**config.mk**
```make
export PLATFORM = sky130hd
export DESIGN_NAME = gbfs_ram
export DESIGN_NICKNAME = d
export VERILOG_FILES = /design/src/rtl/gbfs_ram.sv
export SDC_FILE = /design/constraint.sdc
export NUM_CORES = 2
export LEC_CHECK = 0
export ABC_CLOCK_PERIOD_IN_PS = 5900
export BUFFER_PORTS_ARGS = -buffer_cell sky130_fd_sc_hd__buf_2
export CAP_MARGIN = 15
export CORE_UTILIZATION = 38
export DETAILED_ROUTE_END_ITERATION = 6
export PLACE_DENSITY_LB_ADDON = 0.25
export REMOVE_ABC_BUFFERS = 1
export SLEW_MARGIN = 30
export SYNTH_ARGS = -nofsm -noshare
export SYNTH_HDL_FRONTEND = slang
export SYNTH_SLANG_ARGS = --single-unit
```
**constraint.sdc**
```tcl
create_clock -name aclk -period 5.9 [get_ports aclk]
set_input_delay 1.18 -clock aclk [delete_from_list [all_inputs] [get_ports aclk]]
set_output_delay 1.18 -clock aclk [all_outputs]
set_load 0.1 [all_outputs]
```
**src/rtl/gbfs_ram.sv**
```systemverilog
module gbfs_ram #(
    parameter int WIDTH = 8,
    parameter int DEPTH = 256
) (
    input  logic                     aclk,
    input  logic                     we,
    input  logic [$clog2(DEPTH)-1:0] waddr,
    input  logic [WIDTH-1:0]         wdata,
    input  logic [$clog2(DEPTH)-1:0] raddr,
    output logic [WIDTH-1:0]         rdata
);

    logic [WIDTH-1:0] mem [DEPTH];

    // one write port, registered read port
    always_ff @(posedge aclk) begin
        if (we) begin
            mem[waddr] <= wdata;
        end
        rdata <= mem[raddr];
    end

endmodule

```
==> impl_metrics.py <==
metrics = {
    "min_path": {
        "hold_class": "in2reg",
        "holdPathStages": 1,
        "hold_end": "mem[123][2]",
        "hp-start": "wdata[2]",
    },
    "worst_setup_path": {
        "cp-start-kind": "input pin",
        "worst-path-max-fanout": 79,
        "r2r-start": "mem[81][3]",
        "ff2ff_setup_slack_ps": 2770,
        "cpPeakStageDelay_ps": 670,
        "critPathArrivalTime_ps": 4880,
        "cp_cell_sequence": "buf_8 > buf_12 > mux4_2 > a22o_1 > a221oi_1 > o32ai_1 > nor3_1 > buf_4 > nor4_1",
        "cp.required_ps": 6640,
        "worstReg2RegEnd": "rdata[3]",
        "critPathKind": "in2reg",
        "cp-end-kind": "register",
        "worstRegToRegCells": 7,
        "cpMaxStageDelayCell": "a221oi_1",
    },
    "run": {
        "max-cap-violations": 0,
    },
    "pwr": {
        "power_mw": 30.5,
        "vdd_drop_max_v": 0.000332,
        "p_leak_nw": 27.4,
        "powerDensity_nw_per_um2": 339,
    },
    "grt": {
        "antenna_found_initial": 25,
        "track_usage": 0.196,
        "grt_pass1_wl_um": 295000,
        "grt_start_max_net_pins": 191,
        "grt_pass1_vias": 39300,
        "grt_overflow_total": 0,
    },
    "final_layout": {
        "final_cell_area_um2": 90000,
        "area_growth_pct": 13.1,
        "stdcell_count": 6838,
        "drive_gt1_frac": 0.239,
        "final_nets": 3897,
    },
    "yosys": {
        "yosysMostFrequentCell": "edfxtp_1",
        "synth_area_um2": 79600,
        "yosysTopAreaCell": "edfxtp_1",
        "synth-edff-count": 2048,
        "syn_area_per_cell_um2": 21.3,
        "ys.flop_type": "edfxtp_1",
        "synth_cell_types": 55,
        "synth_area_leaders": "edfxtp_1 77%, mux4_2 13%, mux2i_1 1.7%, nor2_1 1.3%, a22oi_1 1.3%",
        "yosys.area.top_type_share": 0.773,
        "ys_async_sr_fraction": 0,
        "yosysSeqAreaShare": 0.775,
        "synth_common_cells": "2048 x edfxtp_1, 454 x mux4_2, 282 x nor2_1",
        "synth-seq-cells": 2056,
        "syn-instance-count": 3733,
        "yosysWarningCount": 0,
    },
    "detailed_routing": {
        "first_pass_iters": 5,
        "wire_per_inst_um": 30.1,
        "wl_met1_um": 86200,
        "wl_met3_um": 12400,
        "route.met2.wl_um": 101000,
        "vias": 38400,
        "drc_errors": 0,
        "ant_nets": 0,
        "dr.max_layer_used": "met5",
        "wl_um": 206000,
        "first_iter_violations": 4190,
        "via_per_inst": 5.61,
    },
    "timing": {
        "fmax_mhz": 241,
        "hold_violations": 0,
        "min_period_ps": 4150,
        "rsz0062_at_grt": "no",
        "setup_slack_ps": 1750,
        "final.setup.tns_ps": 0,
        "slew_viol_final": 0,
        "fin_skew_ps": 50.3,
        "min_period_over_period": 0.703,
        "relSlewSlack": 0.257,
        "finalSetupViolations": 0,
        "worst_pin_slew_ps": 1100,
    },
    "clock_tree": {
        "cts_tree": "done",
        "cts_setup_buffers": 0,
        "clockBufferDepth": 3,
        "ctsResizeCount": 0,
        "cts-root-buf": "clkbuf_16",
        "insertion_delay_ps": 870,
        "path_clk_slew_ps": 60,
        "h-tree-depth": 4,
        "hold_buffers": 0,
        "numCtsBuffers": 206,
        "cts.sinks": 2056,
    },
    "placed_design": {
        "placedCellCount": 6447,
        "gp_congestion": 0.838,
        "io_buffers": 33,
        "hpwl_um": 126000,
        "dpl_cell_area_um2": 83200,
        "dp_slack_ps": 796,
    },
    "floorplanning": {
        "die_y_um": 460,
        "die-width_um": 460,
        "row_count": 167,
        "coreArea_um2": 207000,
        "die-area_um2": 211000,
        "initial_core_util": 0.383,
        "boundaryPins": 34,
    },
    "status": {
        "outcome": "completed",
    },
}
[cell usage in the layout, fill, tap and decap left out, drive strengths merged, types with 4 or more instances in the layout]
master,n
a2111oi,5
a211oi,16
a21oi,96
a221oi,14
a22o,8
a22oi,133
and2,6
buf,163
bufinv,15
clkbuf,253
clkinv,99
clkinvlp,5
dfxtp,8
diode,8
edfxtp,2048
inv,9
mux2i,134
mux4,456
nand2,33
nand2b,8
nand3,34
nand4,10
nor2,282
nor2b,31
nor3,22
nor4,27
o211ai,10
o21ai,12
o221ai,47
o22a,5
o22ai,28
o32ai,5
or2,4
[sequential cells by signal, summed over array words and instances, names as in the netlist]
register  count
rdata         8
mem        2048
[metal layers]
metal,GRT usage,vias to the layer above
li1,-,16000
met4,0.0638,10
met1,0.270,20700
met2,0.317,1333
met3,0.0323,313
met5,0,-
[cell families after synthesis]
group,count (synthesis),share of synthesized area
muxes,591,0.146
AOI/OAI and AO/OA,385,0.0342
and+or+nand+nor,466,0.0263
DFF,2056,0.775
buffers and inverters,235,0.0183
[final cells by class]
type | count | area, µm²
Antenna cell | 8 | 20.0
Multi-Input combinational cell | 1442 | 16600
Clock inverter | 126 | 1210
Timing Repair Buffer | 163 | 1580
Fill cell | 17700 | 118000
Clock buffer | 253 | 5390
Inverter | 2 | 7.51
Tap cell | 2788 | 3490
Sequential cell | 2056 | 61700
[critical path, delay by kind of cell]
| kind | cells | cell delay, ps |
|---|---|---|
| simple gates | 2 | 620 |
| compound gates | 3 | 1310 |
| buf+inv | 3 | 1070 |
| mux | 1 | 410 |
[power breakdown]
part | internal (mW) | switching [mW] | total, mW
clock network | 7.18 | 5.63 | 12.8
logic | 0.505 | 1.06 | 1.56
registers | 16.1 | 0.0334 | 16.1
total | 23.8 | 6.72 | 30.5
[worst max-delay path by stage]
| stage | start | to | slack [ps] | cells past startpoint |
|---|---|---|---|---|
| after detailed placement | raddr[1] | rdata[3] | 800 | 9 |
| after CTS | raddr[1] | rdata[3] | 1710 | 9 |
| after global placement | raddr[1] | rdata[3] | 770 | 9 |
| after floorplan | raddr[2] | rdata[6] | 2310 | 6 |
| final | raddr[1] | rdata[3] | 1750 | 9 |
| after global routing | raddr[1] | rdata[3] | 1750 | 9 |
[per-stage QoR]
step,hold slack (ps),utilization
finish,708,0.434
CTS,720,0.433
floorplan,763,-
global placement,1000,0.401
global route,690,0.434
detailed placement,998,0.401
Note: power is estimated with default switching activity, not from simulation.
