`src/rtl/gbfs_pkg.sv`:
```
package gbfs_pkg;

    // sequencer states
    typedef enum logic [3:0] {
        ST_CLR,
        ST_IDLE,
        ST_MARK,
        ST_DEQ,
        ST_DIV,
        ST_QWAIT,
        ST_CALC,
        ST_NADDR,
        ST_NCHK,
        ST_TRRD,
        ST_TRCHK,
        ST_RESULT
    } state_t;

    // neighbour order and parent codes
    localparam logic [1:0] DIR_UP    = 2'd0;
    localparam logic [1:0] DIR_DOWN  = 2'd1;
    localparam logic [1:0] DIR_LEFT  = 2'd2;
    localparam logic [1:0] DIR_RIGHT = 2'd3;

    // input opcodes
    localparam logic OP_WRITE = 1'b0;
    localparam logic OP_QUERY = 1'b1;

    // configuration register indexes
    localparam logic [1:0] CFG_MAP_WIDTH   = 2'd0;
    localparam logic [1:0] CFG_MAP_HEIGHT  = 2'd1;
    localparam logic [1:0] CFG_VISIT_LIMIT = 2'd2;

    // widths fixed by the interface
    localparam int TILE_W  = 16;
    localparam int DIM_W   = 9;
    localparam int COORD_W = 8;
    localparam int LIMIT_W = 17;

    // query tag kept in the visited memory
    localparam int EPOCH_W = 8;

    // effective grid dimension: zero acts as one, above 256 acts as 256
    function automatic logic [DIM_W-1:0] clamp_dim(input logic [DIM_W-1:0] v);
        logic [DIM_W-1:0] r;
        r = v;
        if (v == '0) begin
            r = DIM_W'(1);
        end else if (v > DIM_W'(256)) begin
            r = DIM_W'(256);
        end
        return r;
    endfunction

endpackage

```
`src/rtl/gbfs_div.sv`:
```
module gbfs_div (
    input  logic                           aclk,
    input  logic                           aresetn,
    input  logic                           start,
    input  logic [gbfs_pkg::TILE_W-1:0]    dividend,
    input  logic [gbfs_pkg::DIM_W-1:0]     divisor,
    output logic [gbfs_pkg::TILE_W-1:0]    quot,
    output logic [gbfs_pkg::COORD_W-1:0]   rem,
    output logic                           done
);

    localparam int CNT_W = $clog2(gbfs_pkg::TILE_W + 1);

    logic [CNT_W-1:0]                cnt_reg, cnt_next;
    logic                            busy_reg, busy_next;
    logic                            done_reg, done_next;
    logic [gbfs_pkg::TILE_W-1:0]     q_reg, q_next;
    logic [gbfs_pkg::DIM_W:0]        r_reg, r_next;
    logic [gbfs_pkg::DIM_W-1:0]      d_reg, d_next;
    logic [gbfs_pkg::DIM_W:0]        trial;

    // one quotient bit per cycle, restoring
    always_comb begin
        cnt_next  = cnt_reg;
        busy_next = busy_reg;
        done_next = done_reg;
        q_next    = q_reg;
        r_next    = r_reg;
        d_next    = d_reg;
        trial     = {r_reg[gbfs_pkg::DIM_W-1:0], q_reg[gbfs_pkg::TILE_W-1]};
        if (start) begin
            q_next    = dividend;
            r_next    = '0;
            d_next    = divisor;
            cnt_next  = '0;
            busy_next = 1'b1;
            done_next = 1'b0;
        end else if (busy_reg) begin
            if (trial >= {1'b0, d_reg}) begin
                r_next = trial - {1'b0, d_reg};
                q_next = {q_reg[gbfs_pkg::TILE_W-2:0], 1'b1};
            end else begin
                r_next = trial;
                q_next = {q_reg[gbfs_pkg::TILE_W-2:0], 1'b0};
            end
            cnt_next = cnt_reg + CNT_W'(1);
            if (cnt_reg == CNT_W'(gbfs_pkg::TILE_W - 1)) begin
                busy_next = 1'b0;
                done_next = 1'b1;
            end
        end
    end

    always_ff @(posedge aclk) begin
        if (!aresetn) begin
            busy_reg <= 1'b0;
            done_reg <= 1'b0;
            cnt_reg  <= '0;
        end else begin
            busy_reg <= busy_next;
            done_reg <= done_next;
            cnt_reg  <= cnt_next;
        end
        q_reg <= q_next;
        r_reg <= r_next;
        d_reg <= d_next;
    end

    assign quot = q_reg;
    assign rem  = r_reg[gbfs_pkg::COORD_W-1:0];
    assign done = done_reg;

endmodule

```
`config.mk`:
```
export PLATFORM = sky130hd
export DESIGN_NAME = gbfs_div
export DESIGN_NICKNAME = d
export VERILOG_FILES = /design/src/rtl/gbfs_pkg.sv /design/src/rtl/gbfs_div.sv
export SDC_FILE = /design/constraint.sdc
export NUM_CORES = 1
export LEC_CHECK = 0
export BUFFER_PORTS_ARGS = -buffer_cell sky130_fd_sc_hd__buf_2
export CORE_AREA = 2 2 81 83
export CTS_CLUSTER_DIAMETER = 50
export CTS_CLUSTER_SIZE = 16
export DETAILED_ROUTE_END_ITERATION = 7
export DIE_AREA = 0 0 83 85
export HOLD_SLACK_MARGIN = 0.05
export SLEW_MARGIN = 10
export SYNTH_ARGS = -nofsm -noshare
export SYNTH_HDL_FRONTEND = slang
export SYNTH_SLANG_ARGS = --single-unit
export TNS_END_PERCENT = 100
```
`constraint.sdc`:
```
create_clock -name aclk -period 2.5 [get_ports aclk]
set_input_delay 0.25 -clock aclk [delete_from_list [all_inputs] [get_ports aclk]]
set_output_delay 0.25 -clock aclk [all_outputs]
set_load 0.005 [all_outputs]
```
==> results.ini <==
[timing]
fin_hold_ws_ps=119.0
setup_viol=0
relSlewSlack_pct=72.96
drv_slew=0
hold_violations=0
skew_ps=7.871
fin_tns_setup_ps=0
max_freq_ghz=0.4218
fin_crit_sh_pct=94.82
min_period_ps=2371
tightest_slew_ps=403.1

[setup_path]
cp_max_fo=14
worst_ep_required_time_ps=2710
reg2reg_slack_ps=130
cp_slowest_cell=or3_1
critPathArrivalTime_ps=2580
path_delay_family=simple AND/OR/NAND/NOR gates
r2r_cells=6
startpoint_type=flop
crit_top_cell=or3_1
crit_chain=ha_1 > nand4b_1 > or3_1 > o211a_4 > or3_1 > a311oi_2
critical_path_class=flop to flop
cp_slowest_stage_delay_ps=470
worst_setup_path_end_kind=flop
r2r_start=r_reg[6]
reg2reg_to=r_reg[8]
cp.buffers_inverters=0

[yosys]
synth_area_per_cell_um2=11.25
ys_seq_area_share_pct=49.34
ys.flop_type=edfxtp_1
syn_inst=193
yosysWarnings=0
synth.distinct_cells=40
synth_area_um2=2171
synth_edf_count=25
synthArstFlopShare_pct=0
ys_seq_elements=41
syn-num-nets=233

[status]
outcome=finished, final reports clean

[placement]
placed_area_um2=2477
port_buffers=52
hpwl_mm=3.132
gp_congestion=0.8089

[clock_tree]
cts_buffers=5
cts_max_level=2
tritoncts=yes
cts_sinks=41
clkSlewWorstSetupHoldPaths_ps=90
cts_max_path_buffers=2
root_buffer=clkbuf_8
clock_latency_ps=300

[global_route]
grt_first_pass_wirelength_mm=6.872
grt_overflow_total=0
antenna_found_initial=0
grt_use_total_pct=12.35
grt_pass1_vias=1396
grt_max_degree=28

[floorplanning]
rows=29
ios=53
die-area_um2=7055
fp.dieW_um=83
core_area_um2=6205
die_y_um=85
initial_core_util_pct=34.99

[final_layout]
seq_area_um2=1071
num-nets-final=282
multi_input_area_um2=959.7
final_area_um2=2571
antenna-diode-count=0
num-fill-cells=597
largest_register_ffs=16
area_delta_synth_final_pct=18.44
final_layout_size_suffix_gt1_share_pct=35.80
final_util_pct=41.44
final_common_cell=buf_2
final_cell_mix=buf_2 (52), edfxtp_1 (25), nor2_1 (18), dfxtp_1 (16), mux2_2 (15)

[pwr]
p_leak_nw=1.112
max-vdd-ir-drop_v=0.0003101
power_w=0.001645
powerDensity_nw_per_um2=639.6

[hold_path]
holdPathStages=1
holdCritStartpoint=divisor[1]
min_to=d_reg[1]
hp-class=input port to flop

[detailed_routing]
post-route-drc-count=0
ant_nets=0
drtIter0Drc=76
first_pass_iters=4
vias=1550
drt-total-wl_mm=4.250
wire_per_inst_um=13.28
vias_per_cell=4.844

[run]
drv_cap=0

[where the power goes]
group	total [W]	internal [W]	switching (W)
Clock	0.000435	0.000193	0.000242
Sequential	0.000820	0.000784	0.0000360
Combinational	0.000390	0.000192	0.000198
Total	0.00164	0.00117	0.000476
[through the flow]
step,instances,setup slack (ps)
2_1_floorplan,193,138.1
3_3_place_gp,312,164.1
3_5_place_dp,312,110.9
4_1_cts,320,85.96
5_1_grt,320,-0.002665
6_report,320,129.4
[cells in the mapped netlist (all sizes together), types with 2 or more instances]
cell	count	area share (%)
mux2	15	7.8
a211oi	8	2.8
nand2	7	1.2
a21oi	7	1.6
nor4b	2	0.81
nand2b	2	0.58
o21ai	3	0.69
buf	10	3.3
ha	11	6.3
a31o	2	0.81
a21o	2	0.69
or3	2	0.58
and3	2	0.58
mux2i	8	3.7
o21a	2	0.69
dfxtp	16	15
xnor2	2	0.81
inv	14	2.4
o211ai	2	0.69
edfxtp	25	35
nor2	18	3.1
or2	3	0.86
a311oi	4	1.9
xor2	5	2.0
nand4b	2	0.81
clkbuf	6	1.0
nand3	2	0.46
[how the worst max path moves through the flow]
stage,start,slack (ps),cells past startpoint,end
finish,r_reg[6],130,6,r_reg[8]
global route,r_reg[6],-0.003,6,r_reg[8]
CTS,quot[15],90,9,r_reg[8]
detailed placement,quot[15],110,9,r_reg[8]
global placement,quot[15],160,9,r_reg[8]
floorplan,quot[15],140,10,r_reg[8]
[repair_timing]
item,CTS,global route
endpoints found under the setup margin,0,9
gates resized for setup,0,1
buffers inserted,0,0
hold buffers,0,0
[routing by layer]
metal,global-route usage (%),vias to the layer above,share of wire [%]
met5,0,-,0
met4,5.365,0,1.8
met3,3.210,6,3.6
met2,18.40,32,44
met1,17.00,724,50
li1,-,788,-
[cells by family (layout without fill, tap and decap cells)]
group,Yosys count,in the layout,share of synthesized area [%]
compound gates,32,32,10.72
xor+xnor,7,7,2.824
fa+ha+maj,12,12,7.262
buf+inv,30,80,6.801
flops,41,41,49.34
mux,23,23,11.47
simple gates,48,48,11.59
[cell type report]
| class | count | share of cell area (%) |
|---|---|---|
| Multi-Input combinational cell | 122 | 37.32 |
| Sequential cell | 41 | 41.65 |
| Tap cell | 77 | 3.747 |
| Inverter | 14 | 2.044 |
| Timing Repair Buffer | 58 | 11.87 |
| Clock inverter | 3 | 0.6813 |
| Clock buffer | 5 | 2.676 |
Power figures use the tool's default switching activity.
